==> src/rtl/fos_queue.sv <==
module fos_queue #(
	parameter int ENT_W = 102
) (
	input  logic             clk,
	input  logic             arst_n,
	input  logic             push,
	input  logic [ENT_W-1:0] push_data,
	output logic             push_ready,
	output logic             pop,
	output logic [ENT_W-1:0] pop_data
);

	logic [ENT_W-1:0] ent_q [2];
	logic             wr_ptr_q;
	logic             rd_ptr_q;
	logic [1:0]       cnt_q;

	assign push_ready = cnt_q != 2'd2;
	assign pop        = cnt_q != 2'd0;
	assign pop_data   = ent_q[rd_ptr_q];

	always_ff @(posedge clk or negedge arst_n) begin
		if (!arst_n) begin
			wr_ptr_q <= 1'b0;
			rd_ptr_q <= 1'b0;
			cnt_q    <= 2'd0;
		end else begin
			if (push) begin
				wr_ptr_q <= !wr_ptr_q;
			end
			if (pop) begin
				rd_ptr_q <= !rd_ptr_q;
			end
			cnt_q <= cnt_q + 2'(push) - 2'(pop);
		end
	end

	always_ff @(posedge clk) begin
		if (push) begin
			ent_q[wr_ptr_q] <= push_data;
		end
	end

endmodule

==> config.mk <==
export PLATFORM = sky130hd
export DESIGN_NAME = fos_queue
export DESIGN_NICKNAME = d
export VERILOG_FILES = /design/src/rtl/fos_queue.sv
export SDC_FILE = /design/constraint.sdc
export NUM_CORES = 1
export LEC_CHECK = 0
export ABC_AREA = 1
export BUFFER_PORTS_ARGS = -buffer_cell sky130_fd_sc_hd__buf_4
export CAP_MARGIN = 20
export CORE_MARGIN = 4
export CORE_UTILIZATION = 35
export DETAILED_ROUTE_END_ITERATION = 7
export GPL_TIMING_DRIVEN = 0
export HOLD_SLACK_MARGIN = 0.03
export PLACE_DENSITY = 0.57
export SYNTH_ARGS = -nofsm -noshare
export SYNTH_HDL_FRONTEND = slang
export SYNTH_SLANG_ARGS = --single-unit
export TNS_END_PERCENT = 30
==> constraint.sdc <==
create_clock -name clk -period 5.1 [get_ports clk]
set_clock_uncertainty 0.05 [all_clocks]
set_input_delay 1.02 -clock clk [delete_from_list [all_inputs] [get_ports clk]]
set_output_delay 1.02 -clock clk [all_outputs]
set_load 0.1 [all_outputs]
Word-level counts from Yosys, hierarchy flattened
Memory sizes are Yosys's and may differ from the RTL's.
Cells that the tools add are included.
{ "totals": {"memories": 1, "latchBits": 0, "in_bits": 105, "rom_bits": 0, "mem_bits_rw": 204, "reg_bits": 4, "word_cells": 12} }
{ "mem_list": {"columns": ["memory", "depth", "width", "rd", "rd_ports_with_merged_regs", "write_ports", "line_no", "source"], "rows": [
  ["ent_q", 2, 102, 1, 0, 1, "13", "logic [ENT_W-1:0] ent_q [2];"]
]} }
{ "op_classes": {"div": 0, "shifts": 0, "n_reduce_logical": 3, "eq_ne": 1, "n_addsub": 2, "bitwise": 0, "n_mul": 0, "n_lt_le_gt_ge": 0, "muxes": 2} }
{ "op_table": {"columns": ["cell", "count"], "rows": [
  ["adder 2 x 1 -> 2 bit", 1],
  ["logical NOT 1 bit", 2],
  ["2-to-1 mux 1 bit", 2],
  ["!= test 2 bit (second input constant)", 1],
  ["nonzero test 2 bit", 1],
  ["subtractor 2 x 1 -> 2 bit", 1]
]} }

Logic depth before layout (Yosys ltp)
{ "logic_depth": {"word_depth": 2, "mapped_depth": 6} }

Least setup slack after synthesis
OpenSTA, ideal clock, no wires.
{ "synth_path": {"path_type": "input-to-reg", "startpoint": "in push", "endpoint": "mem ent_q[0][0], enable pin", "setup_time_ns": 0.566, "t_required_ns": 4.484, "cell_stages": 2, "t_arrival_ns": 5.329, "n_path_buf": 0, "setup_slack_ns": -0.846, "cell_sequence": "inv_1 nor2_1"} }
{ "synth_between": {"elab_chain_len": 2} }
{ "synth_lines": {"columns": ["element", "line_no", "source"], "rows": [
  ["start: declaration", "6", "input logic push,"],
  ["2-to-1 mux 1 bit", "39", "if (push) begin"],
  ["2-to-1 mux 1 bit (implied by the code)", "40", "ent_q[wr_ptr_q] <= push_data;"],
  ["end: declaration", "13", null]
]} }
Every way passes these cells.

Worst setup path in the final report
{ "layout_path": {"startpoint": "reg rd_ptr_q", "endpoint": "out pop_data[91]"} }
{ "layout_between": {"elab_chain_len": 1} }
{ "layout_lines": {"columns": ["element", "line_no", "source"], "rows": [
  ["start: declaration", "15", "logic rd_ptr_q;"],
  ["start signal: assignment", "32", "rd_ptr_q <= !rd_ptr_q;"],
  ["memory read (2 x 102 bit)", null, null],
  ["end: declaration", "10", "output logic [ENT_W-1:0] pop_data"]
]} }
Every way passes these cells.

==> run_results.csv <==
group,metric,value,unit
min_path,hp-class,"in -> async",
yosys,synth_edf_count,204,
routing,highest_layer,"met4",
timing,finalHoldViolations,0,
yosys,ys_dominant_reg_cell,"edfxtp_1",
routing,num_vias,4764,
cells_and_area,postLayoutCoreUtil,48.6,%
yosys,ys_async_sr_fraction,1.92,%
timing,tightest_slew,0.983,ns
worst_setup_path,timing.reg2reg.setup_slack,3.06,ns
die,initial_core_util,36.0,%
routing,wl,16600,um
timing,rsz0062_at_grt,"no",
power_and_ir_drop,peakVddDrop,337,uV
routing,drt-pass1-iter-count,5,
yosys,synth-seq-area-share,81.4,%
run,drv_cap,0,
die,fp.dieH,156,um
yosys,synth_seq_cells,208,
clock_network,clkSinkCount,208,
placed_design,place_area,9660,um^2
die,fp.dieArea,24300,um^2
routing,drt_iter0_markers,140,
worst_setup_path,r2r_start,"wr_ptr_q$_DFFE_PN0P_",
yosys,synth_compound_area_share,0.0655,%
routing,antenna_left,0,
yosys,syn_area,7640,um^2
yosys,synth_fa_ha_area_share,0.164,%
clock_network,ctsResizeCount,0,
clock_network,clk_pin_slew,0.06,ns
global_routing,antenna_found_initial,0,
routing,detail_route.vias_per_cell,4.39,
clock_network,cts_tree,"done",
cells_and_area,multi_input_area,1220,um^2
cells_and_area,drive_gt1_share,32.8,%
worst_setup_path,crit_path_start_kind,"flop",
run_status,status,"completed",
yosys,yosys_warnings,0,
placed_design,dpl.cell_count,1043,
routing,dr_wl_met2,8090,um
clock_network,cts_setup_buffers,0,
yosys,syn_nets,662,
placed_design,portBuffers,208,
worst_setup_path,cp-startpoint,"rd_ptr_q$_DFFE_PN0P_",
placed_design,routabilityCongestion,0.739,
global_routing,grt_use_total,13.3,%
timing,setup_viol,0,
routing,drc_errors,0,
power_and_ir_drop,p_leak,0.00440,uW
timing,maxSlewViolCount,0,
yosys,synth.top_cell.area_share,80.1,%
timing,min_period,2.94,ns
clock_network,h-tree-depth,1,
clock_network,postCtsHoldBufs,0,
yosys,syn_area_per_cell,13.7,um^2
yosys,synthSimpleGateAreaFrac,15.6,%
timing,period_share,57.6,%
cells_and_area,final_nets,899,
placed_design,post-dp-hpwl,11600,um
yosys,synthMuxAreaShare,0,%
worst_setup_path,crit_arrival,1.87,ns
global_routing,grt_first_pass_wirelength,25700,um
cells_and_area,syn_to_final_growth,34.8,%
yosys,synth.area.top_cells,"edfxtp_1, nand2_1, buf_6, dfrtp_1, buf_2",
yosys,synthXorXnorAreaFrac,0.115,%
die,die_w,156,um
global_routing,grt_remaining_overflow,0,
timing,fmax,340,MHz
global_routing,grt_pass1_vias,4926,
worst_setup_path,worstSetupPathType,"reg -> out",
power_and_ir_drop,power_density,590,nW/um^2
cells_and_area,stdcell_count,1084,
yosys,synth_top_area_cell,"edfxtp_1",
die,num_rows,53,
clock_network,cts_buffers,23,
cells_and_area,fin_area,10300,um^2
worst_setup_path,cp_max_fo,10,
clock_network,clk_path_buf_depth,3,
global_routing,grt_max_degree,60,
clock_network,clkLatencyLatePin,0.49,ns
cells_and_area,seq_area,6230,um^2
worst_setup_path,critPathCaptureType,"output port",
worst_setup_path,crit_required,4.03,ns
clock_network,root_buffer,"clkbuf_16",
yosys,syn_inst,556,
cells_and_area,num_antenna_cells,0,
cells_and_area,fill_cells,1922,
routing,wl_per_cell,15.3,um
yosys,yosysUniqueCellTypes,14,
routing,wl_met1,6840,um
routing,route.met3.wl,1490,um
timing,slew_headroom,34.3,%
die,core-area,21200,um^2
yosys,synth_top_family_by_area,"simple AND/OR/NAND/NOR gates",
die,ios,209,
through the flow:
stage / hold slack (ns) / setup TNS [ns] / total power (uW) / setup WS (ns)
2_1_floorplan: 0.431 / 0 / 4140 / 0.929
3_3_place_gp: 0.446 / -68.86 / 4700 / -0.681
3_5_place_dp: 0.495 / 0 / 4730 / 2.29
4_1_cts: 0.234 / 0 / 6170 / 2.08
5_1_grt: 0.230 / 0 / 6360 / 2.00
6_report: 0.265 / 0 / 6080 / 2.16
layout by cell type, fill, tap and decap left out:
master,n
nand2_1,312
buf_4,210
edfxtp_1,204
clkbuf_16,23
buf_2,12
buf_6,9
clkbuf_1,8
clkinv_1,6
inv_1,4
clkinv_2,4
dfrtp_1,4
inv_4,2
buf_16,2
buf_12,2
nand3b_1,1
nor2_4,1
nor2_1,1
xor2_1,1
o21ai_0,1
nand3_1,1
ha_1,1
worst paths after layout:
check	endpoint	cells past startpoint
worst max-delay path	pop_data[91]	6
worst min-delay path	wr_ptr_q$_DFFE_PN0P_	1
worst max register to register	ent_q[0][78]$_DFFE_PP_	3
worst min register to register	wr_ptr_q$_DFFE_PN0P_	1
max in group asynchronous	rd_ptr_q$_DFFE_PN0P_	1
min in group clk	wr_ptr_q$_DFFE_PN0P_	1
flip-flops by register name, indices dropped and copies added (netlist names):
register / flops
cnt_q: 2
ent_q: 204
rd_ptr_q: 1
wr_ptr_q: 1
per-layer routing:
layer  GRT usage (%)  vias to the layer above
li1                -                     2349
met1            16.5                     2242
met2            22.6                      154
met3            4.52                       19
met4            3.08                        0
met5               0                        -
cell usage after synthesis (2+ instances only):
master	count
buf_2	12
buf_4	2
buf_6	9
dfrtp_1	4
edfxtp_1	204
inv_1	5
nand2_1	312
nor2_1	2
cells by family (layout without fill, tap and decap cells):
kind of cell	Yosys count	count (layout)
AO/OA/AOI/OAI	1	1
flip-flops	208	208
AND/OR/NAND/NOR	316	316
adder cells (fa/ha/maj)	1	1
XOR/XNOR	1	1
buffers and inverters	29	282
layout make-up:
type                    instances  share of cell area [%]
flip-flops and latches        208                    60.4
repair buffers                212                    16.1
multi-input cells             319                    11.9
clock buffers                  31                    5.88
well taps                     275                    3.34
plain buffers                  23                    1.71
clock inverters                10                   0.413
inverters                       6                   0.267
power by group:
group / leakage (uW) / total, uW / switching [uW] / internal (uW)
registers: 0.00196 / 2330 / 68.7 / 2260
clock network: 0.000318 / 1420 / 594 / 826
logic: 0.00212 / 2340 / 1890 / 444
total: 0.00440 / 6080 / 2550 / 3530
critical path, stage by stage (launching register included):
cell and delay, ns:
dfrtp_1 0.33, buf_4 0.14, buf_6 0.17, buf_2 0.26
nand2_1 0.07, nand2_1 0.10, buf_4 0.29
No activity file was read; power rests on OpenSTA's default activity.
