===== src/rtl/fos_pkg.sv =====
package fos_pkg;

	typedef struct packed {
		logic [15:0] front_dist;
		logic [15:0] left_dist_a;
		logic [15:0] left_dist_b;
		logic [15:0] right_dist_a;
		logic [15:0] right_dist_b;
	} in_item_t;

	typedef struct packed {
		logic signed [15:0] fwd_speed_cmd;
		logic signed [15:0] yaw_speed_cmd;
	} out_item_t;

	typedef struct packed {
		logic [15:0]        front_full_near_mm;
		logic [15:0]        front_near_end_mm;
		logic [15:0]        side_full_near_mm;
		logic [15:0]        side_near_end_mm;
		logic signed [15:0] reverse_speed;
		logic signed [15:0] forward_speed;
		logic signed [15:0] turn_left_speed;
		logic signed [15:0] turn_right_speed;
	} cfg_regs_t;

	localparam logic [2:0] CFG_FRONT_FULL = 3'd0;
	localparam logic [2:0] CFG_FRONT_END  = 3'd1;
	localparam logic [2:0] CFG_SIDE_FULL  = 3'd2;
	localparam logic [2:0] CFG_SIDE_END   = 3'd3;
	localparam logic [2:0] CFG_REVERSE    = 3'd4;
	localparam logic [2:0] CFG_FORWARD    = 3'd5;
	localparam logic [2:0] CFG_TURN_LEFT  = 3'd6;
	localparam logic [2:0] CFG_TURN_RIGHT = 3'd7;

	localparam logic [1:0] MU_FULL = 2'd0;
	localparam logic [1:0] MU_ZERO = 2'd1;
	localparam logic [1:0] MU_DIV  = 2'd2;

	localparam int YAW_Q_W = 17;

endpackage


===== src/rtl/fos_front.sv =====
module fos_front #(
	parameter int DIST_BITS = 16,
	parameter int ENT_W = 3 * (2 + 2 * DIST_BITS)
) (
	input  logic              clk,
	input  logic              arst_n,
	input  logic              start,
	output logic              busy,
	input  fos_pkg::in_item_t in_item,
	input  fos_pkg::cfg_regs_t cfg,
	output logic              push,
	output logic [ENT_W-1:0]  push_data,
	input  logic              push_ready
);

	localparam int D = DIST_BITS;

	logic             vld_s1;
	logic [ENT_W-1:0] ent_s1;
	logic             advance;
	logic [D:0]       lsum;
	logic [D:0]       rsum;
	logic [D-1:0]     left;
	logic [D-1:0]     right;

	function automatic logic [2*D+1:0] classify(input logic [D-1:0] x,
			input logic [D-1:0] full, input logic [D-1:0] stop);
		logic [1:0] sel;
		if (x <= full) begin
			sel = fos_pkg::MU_FULL;
		end else if (x >= stop) begin
			sel = fos_pkg::MU_ZERO;
		end else begin
			sel = fos_pkg::MU_DIV;
		end
		return {sel, D'(stop - x), D'(stop - full)};
	endfunction

	assign lsum  = (D+1)'(D'(in_item.left_dist_a)) + (D+1)'(D'(in_item.left_dist_b));
	assign rsum  = (D+1)'(D'(in_item.right_dist_a)) + (D+1)'(D'(in_item.right_dist_b));
	assign left  = lsum[D:1];
	assign right = rsum[D:1];

	assign advance = !vld_s1 || push_ready;
	assign busy    = !advance;

	always_ff @(posedge clk or negedge arst_n) begin
		if (!arst_n) begin
			vld_s1 <= 1'b0;
		end else if (advance) begin
			vld_s1 <= start;
		end
	end

	always_ff @(posedge clk) begin
		if (advance && start) begin
			ent_s1 <= {classify(D'(in_item.front_dist), D'(cfg.front_full_near_mm),
					D'(cfg.front_near_end_mm)),
				classify(left, D'(cfg.side_full_near_mm), D'(cfg.side_near_end_mm)),
				classify(right, D'(cfg.side_full_near_mm), D'(cfg.side_near_end_mm))};
		end
	end

	assign push      = vld_s1 && push_ready;
	assign push_data = ent_s1;

endmodule


===== config.mk =====
export PLATFORM = sky130hd
export DESIGN_NAME = fos_front
export DESIGN_NICKNAME = d
export VERILOG_FILES = /design/src/rtl/fos_pkg.sv /design/src/rtl/fos_front.sv
export SDC_FILE = /design/constraint.sdc
export NUM_CORES = 1
export LEC_CHECK = 0
export BUFFER_PORTS_ARGS = -buffer_cell sky130_fd_sc_hd__buf_2
export CORE_UTILIZATION = 47
export CTS_CLUSTER_SIZE = 10
export DETAILED_ROUTE_END_ITERATION = 12
export HOLD_SLACK_MARGIN = 0.06
export PLACE_DENSITY = 0.85
export SYNTH_ARGS = -nofsm -noshare
export SYNTH_HDL_FRONTEND = slang
export SYNTH_SLANG_ARGS = --single-unit

===== constraint.sdc =====
create_clock -name clk -period 3.1 [get_ports clk]
set_input_delay 0.155 -clock clk [delete_from_list [all_inputs] [get_ports clk]]
set_output_delay 0.155 -clock clk [all_outputs]
set_load 0.1 [all_outputs]

## After elaboration in Yosys (flattened, before gate mapping)

Index checks and enable logic that the tools add are counted.

- Output and inout port bits: 104
- Flip-flop bits (word level): 103
- Input bits: 212

- Magnitude comparators: 6
- Muxes and demuxes: 3
- Reduce and logical (&&, ||, !) cells: 5
- $add $sub $neg: 7

Operator list:

| cell | count |
|---|---|
| 16-bit subtractor | 5 |
| 16-bit >= comparator | 3 |
| 16-bit less-or-equal comparator | 3 |
| 16-bit by 16-bit adder with 17-bit output | 2 |
| 2-bit 2-to-1 mux | 3 |
| 1-bit logical AND | 2 |
| 1-bit zero test | 2 |
| 1-bit logical OR | 1 |

## Logic depth before layout (Yosys ltp)

- Depth after elaboration: 3
- Mapped depth: 17

## Least setup slack after synthesis

OpenSTA, ideal clock, no wires.

- Path type: input -> register
- From: input port in_item[2] (netlist bit)
- To: register ent_s1[31] (netlist: push_data[31]), data pin
- Data required time: 2.836 ns
- Slack: -0.174 ns
- Setup time: 0.264 ns
- Path buffers: 0
- Stages: 15
- Arrival: 3.010 ns
- Cells stage by stage: ha_1 -> a21oi_1 -> a21oi_1 -> or4_1 -> a31oi_4 -> o21bai_1 -> xor2_1 -> inv_1 -> ha_1 -> a21o_1 -> a21o_1 -> a21oi_1 -> o21ai_1 -> a221oi_1 -> xnor2_1

- Cells in the longest elaborated chain, start to end: 2

Ends and longest elaborated chain:

| what | line | source |
|---|---|---|
| start, declared | fos_front.sv:9 | `input fos_pkg::in_item_t in_item,` |
| 16-bit by 16-bit adder with 17-bit output | fos_front.sv:40 | `assign rsum = (D+1)'(D'(in_item.right_dist_a)) + (D+1)'(D'(in_item.right_dist_b));` |
| 16-bit subtractor | fos_front.sv:36 | `return {sel, D'(stop - x), D'(stop - full)};` |
| end signal, assigned | fos_front.sv:57 | `ent_s1 <= {classify(D'(in_item.front_dist), D'(cfg.front_full_near_mm),` |
| end, declared | fos_front.sv:19 | `logic [ENT_W-1:0] ent_s1;` |

Every way passes these cells.
A chain may end at the register's enable or synchronous reset.

## Worst setup path after layout

- From: input port in_item[18] (netlist bit)
- To: register ent_s1[33] (netlist: push_data[33]), data pin

- Cells in the longest elaborated chain, start to end: 3

Ends and longest elaborated chain:

| what | line | source |
|---|---|---|
| 16-bit by 16-bit adder with 17-bit output (*) | fos_front.sv:40 |  |
| 16-bit >= comparator | fos_front.sv:31 | `end else if (x >= stop) begin` |
| 2-bit 2-to-1 mux | fos_front.sv:31 |  |

Every way passes the cells marked *; elsewhere a longest branch is shown, timed or not.

==> flow_summary.yaml <==
outcome:
  status: "complete, but fails checks"
  violations: "negative setup slack"
power_and_ir_drop:
  power-per-cell-area_nw_per_um2: 578.9
  ir_worst_vdd_mv: 0.2633
  power.total_w: 0.007158
  p_leak_nw: 6.147
clock_tree:
  clock_latency_ns: 0.34
  cts_buffer_depth: 2
  numCtsBuffers: 9
  cts_tree: "yes"
  cts.sinks: 87
  clkTransAtPathRegs_ns: 0.07
  root_buffer: "clkbuf_16"
  htree_levels: 3
sta:
  finClkSkew_ns: 0.004902
  final_critical_path_setup_slack_ns: -0.02255
  finalSetupViolCount: 1
  rsz0062_at_grt: "yes"
  slew-limit-headroom_pct: 63.28
  max_freq_mhz: 320.3
  fin_crit_sh_pct: 100.7
  period_needed_ns: 3.123
  tightest_slew_ns: 0.5451
  hold_viol_final: 0
  report.final.slew_viol_count: 0
  whs_ns: 0.1106
floorplan:
  die_h_um: 141.4
  die_w_um: 141.4
  pin_count: 316
  initial_core_util_pct: 48.31
  rows: 50
  core_area_um2: 18890
  die-area_um2: 19980
global_routing:
  grt_pass1_vias: 8565
  grt_pass1_wl_um: 40550
  grt_use_met3_pct: 4.590
  grt_overflow_total: 0
  grt_max_degree: 53
  grtUsageMet1_pct: 29.79
  busiest_layer: "met2"
  met2_usage_pct: 47.00
  grtUsageTotal_pct: 26.07
  antenna_found_initial: 1
logic_synthesis:
  yosys.area_share.xor_xnor_pct: 8.636
  synth_area_leader_cell: "edfxtp_1"
  ys_types: 64
  synthArstFlopShare_pct: 1.149
  syn-num-nets: 1350
  syn_avg_cell_area_um2: 9.362
  yosys.area.top_type_share_pct: 28.29
  synthSimpleGateAreaFrac_pct: 12.43
  synth_top_family_by_area: "adder cells"
  synthMuxAreaShare_pct: 0.3290
  synth_edf_count: 86
  synth-compound-area-share_pct: 21.26
  synth_area_leaders: "edfxtp_1 28%, ha_1 21%, xnor2_1 5.5%"
  yosys_warnings: 0
  seq_area_frac_synth_pct: 28.57
  synthAdderAreaFrac_pct: 22.92
  syn_area_um2: 9128
  syn_inst: 975
  synth_flop_cell: "edfxtp_1"
  synth_seq_cells: 87
route:
  drc: 0
  vias_per_cell: 5.466
  post_drt_wl_per_cell_um: 16.55
  drtAntennaViolNets: 0
  drt_wl_total_um: 26840
  num_vias: 8866
  drtIter0Drc: 402
  drt_pass1_iterations: 5
placement:
  hpwl_um: 22100
  place_ws_ns: -0.4076
  gp_congestion: 0.9546
  port_buffers: 251
  place_area_um2: 11640
layout:
  seqCellArea_um2: 2608
  multi_input_area_um2: 6389
  nets: 1731
  stdcell_area_um2: 12370
  final_core_util_pct: 65.45
  final_common_cell: "buf_2"
  final_cell_mix: "248 x buf_2, 149 x ha_1, 136 x buf_4"
  layout-drive-gt1-share_pct: 35.64
  final.fill_count: 1514
  synthToLayoutAreaGrowth_pct: 35.48
critical_path:
  worstPathMaxFanout: 4
  start_kind: "primary input"
  worstPathArrival_ns: 3.21
  critPathMaxStageDelay_ns: 0.36
  worst_path_max_delay_cell: "ha_1"
  cp-end-kind: "flop"
  r2r_end: "push_data[18]"
  rrSetupSlack_ns: 1.43
  crit_end: "push_data[33]"
  startpoint: "in_item[18]"
  rr_startpoint: "vld_s1"
  crit_required_ns: 3.19
  reg2reg_depth: 3
  worstSetupPathType: "primary input to flop"
  crit_path_cell_trace: "buf_6 -> ha_4 -> nor2b_4 -> o31a_1 -> o211ai_1 -> a31oi_1 -> o21a_1 -> o21ai_4 -> o31ai_2 -> ha_1 -> a21o_1 -> a21oi_2 -> o21ai_1 -> a221oi_2 -> a311oi_1"
worst_hold_path:
  min_path_type: "primary input to asynchronous set/reset pin"
run:
  max_cap_viol_count: 0
## area by class of cell
cell class / count / area share, %
Tap cell: 260 / 2.631
Inverter: 106 / 3.218
Sequential cell: 87 / 21.09
Antenna cell: 1 / 0.02024
Multi-Input combinational cell: 762 / 51.66
Clock inverter: 6 / 0.5565
Timing Repair Buffer: 390 / 18.89
Clock buffer: 10 / 1.933
## per-stage QoR
stage,TNS (ns),instances
global route,-0.2892,1621
CTS,0,1614
global placement,-3.740,1596
finish,-0.02255,1622
floorplan,0,975
detailed placement,-4.775,1596
## repair_timing
action | in CTS | in global routing
hold endpoints to repair | 2 | 0
resized for setup | 2 | 62
setup buffers | 0 | 7
pin swaps | 1 | 38
hold buffers | 2 | 0
endpoints found under the setup margin | 2 | 17
## state kept, by name, indices dropped and copies added (netlist names)
name and flops:
vld_s1 1, push_data 86
## metal layers
metal  routed length, um  part of all wire (%)
met5                   0                     0
met3                1826                   6.8
met4                1139                   4.2
met1               10660                    40
met2               13210                    49
## power by group
part	total [W]	switching, W	internal (W)
combinational	0.00440	0.00289	0.00151
clock	0.00113	0.000480	0.000651
sequential	0.00163	0.0000551	0.00158
total	0.00716	0.00343	0.00373
## worst min path at each step
| stage | startpoint | endpoint | slack, ns |
|---|---|---|---|
| floorplan | arst_n | vld_s1 | -0.14 |
| global placement | arst_n | vld_s1 | -0.07 |
| detailed placement | arst_n | vld_s1 | -0.07 |
| CTS | arst_n | vld_s1 | 0.1 |
| global route | arst_n | vld_s1 | 0.09 |
| finish | arst_n | vld_s1 | 0.11 |
## critical path, delay by kind of cell
family / cells / cell delay (ns)
AND/OR/NAND/NOR: 1 / 0.13
buffers and inverters: 1 / 0.10
adder cells (fa/ha/maj): 2 / 0.61
AO/OA/AOI/OAI: 11 / 2.22
## logic make-up (layout without fill, tap and decap cells)
family | after synthesis | after routing
and+or+nand+nor | 216 | 216
buffers and inverters | 126 | 512
adders and majority gates | 163 | 163
other | 0 | 1
AOI/OAI and AO/OA | 290 | 290
muxes | 3 | 3
DFF | 87 | 87
xor gates and xnor gates | 90 | 90
## synth_stat cells (7+ instances only)
cell type / number
buf_4: 16
a21oi_1: 81
nand2_1: 32
inv_1: 106
nor2_1: 50
a31oi_1: 13
nand3_1: 18
nor3_1: 18
edfxtp_1: 86
o21a_1: 25
xnor2_1: 57
o21ai_0: 44
nand4_1: 21
nor2b_1: 15
o31a_1: 7
fa_1: 7
o211ai_1: 8
ha_1: 156
nand2b_1: 23
o21bai_1: 8
a21o_1: 57
xor2_1: 33
No activity file was read; power rests on OpenSTA's default activity.
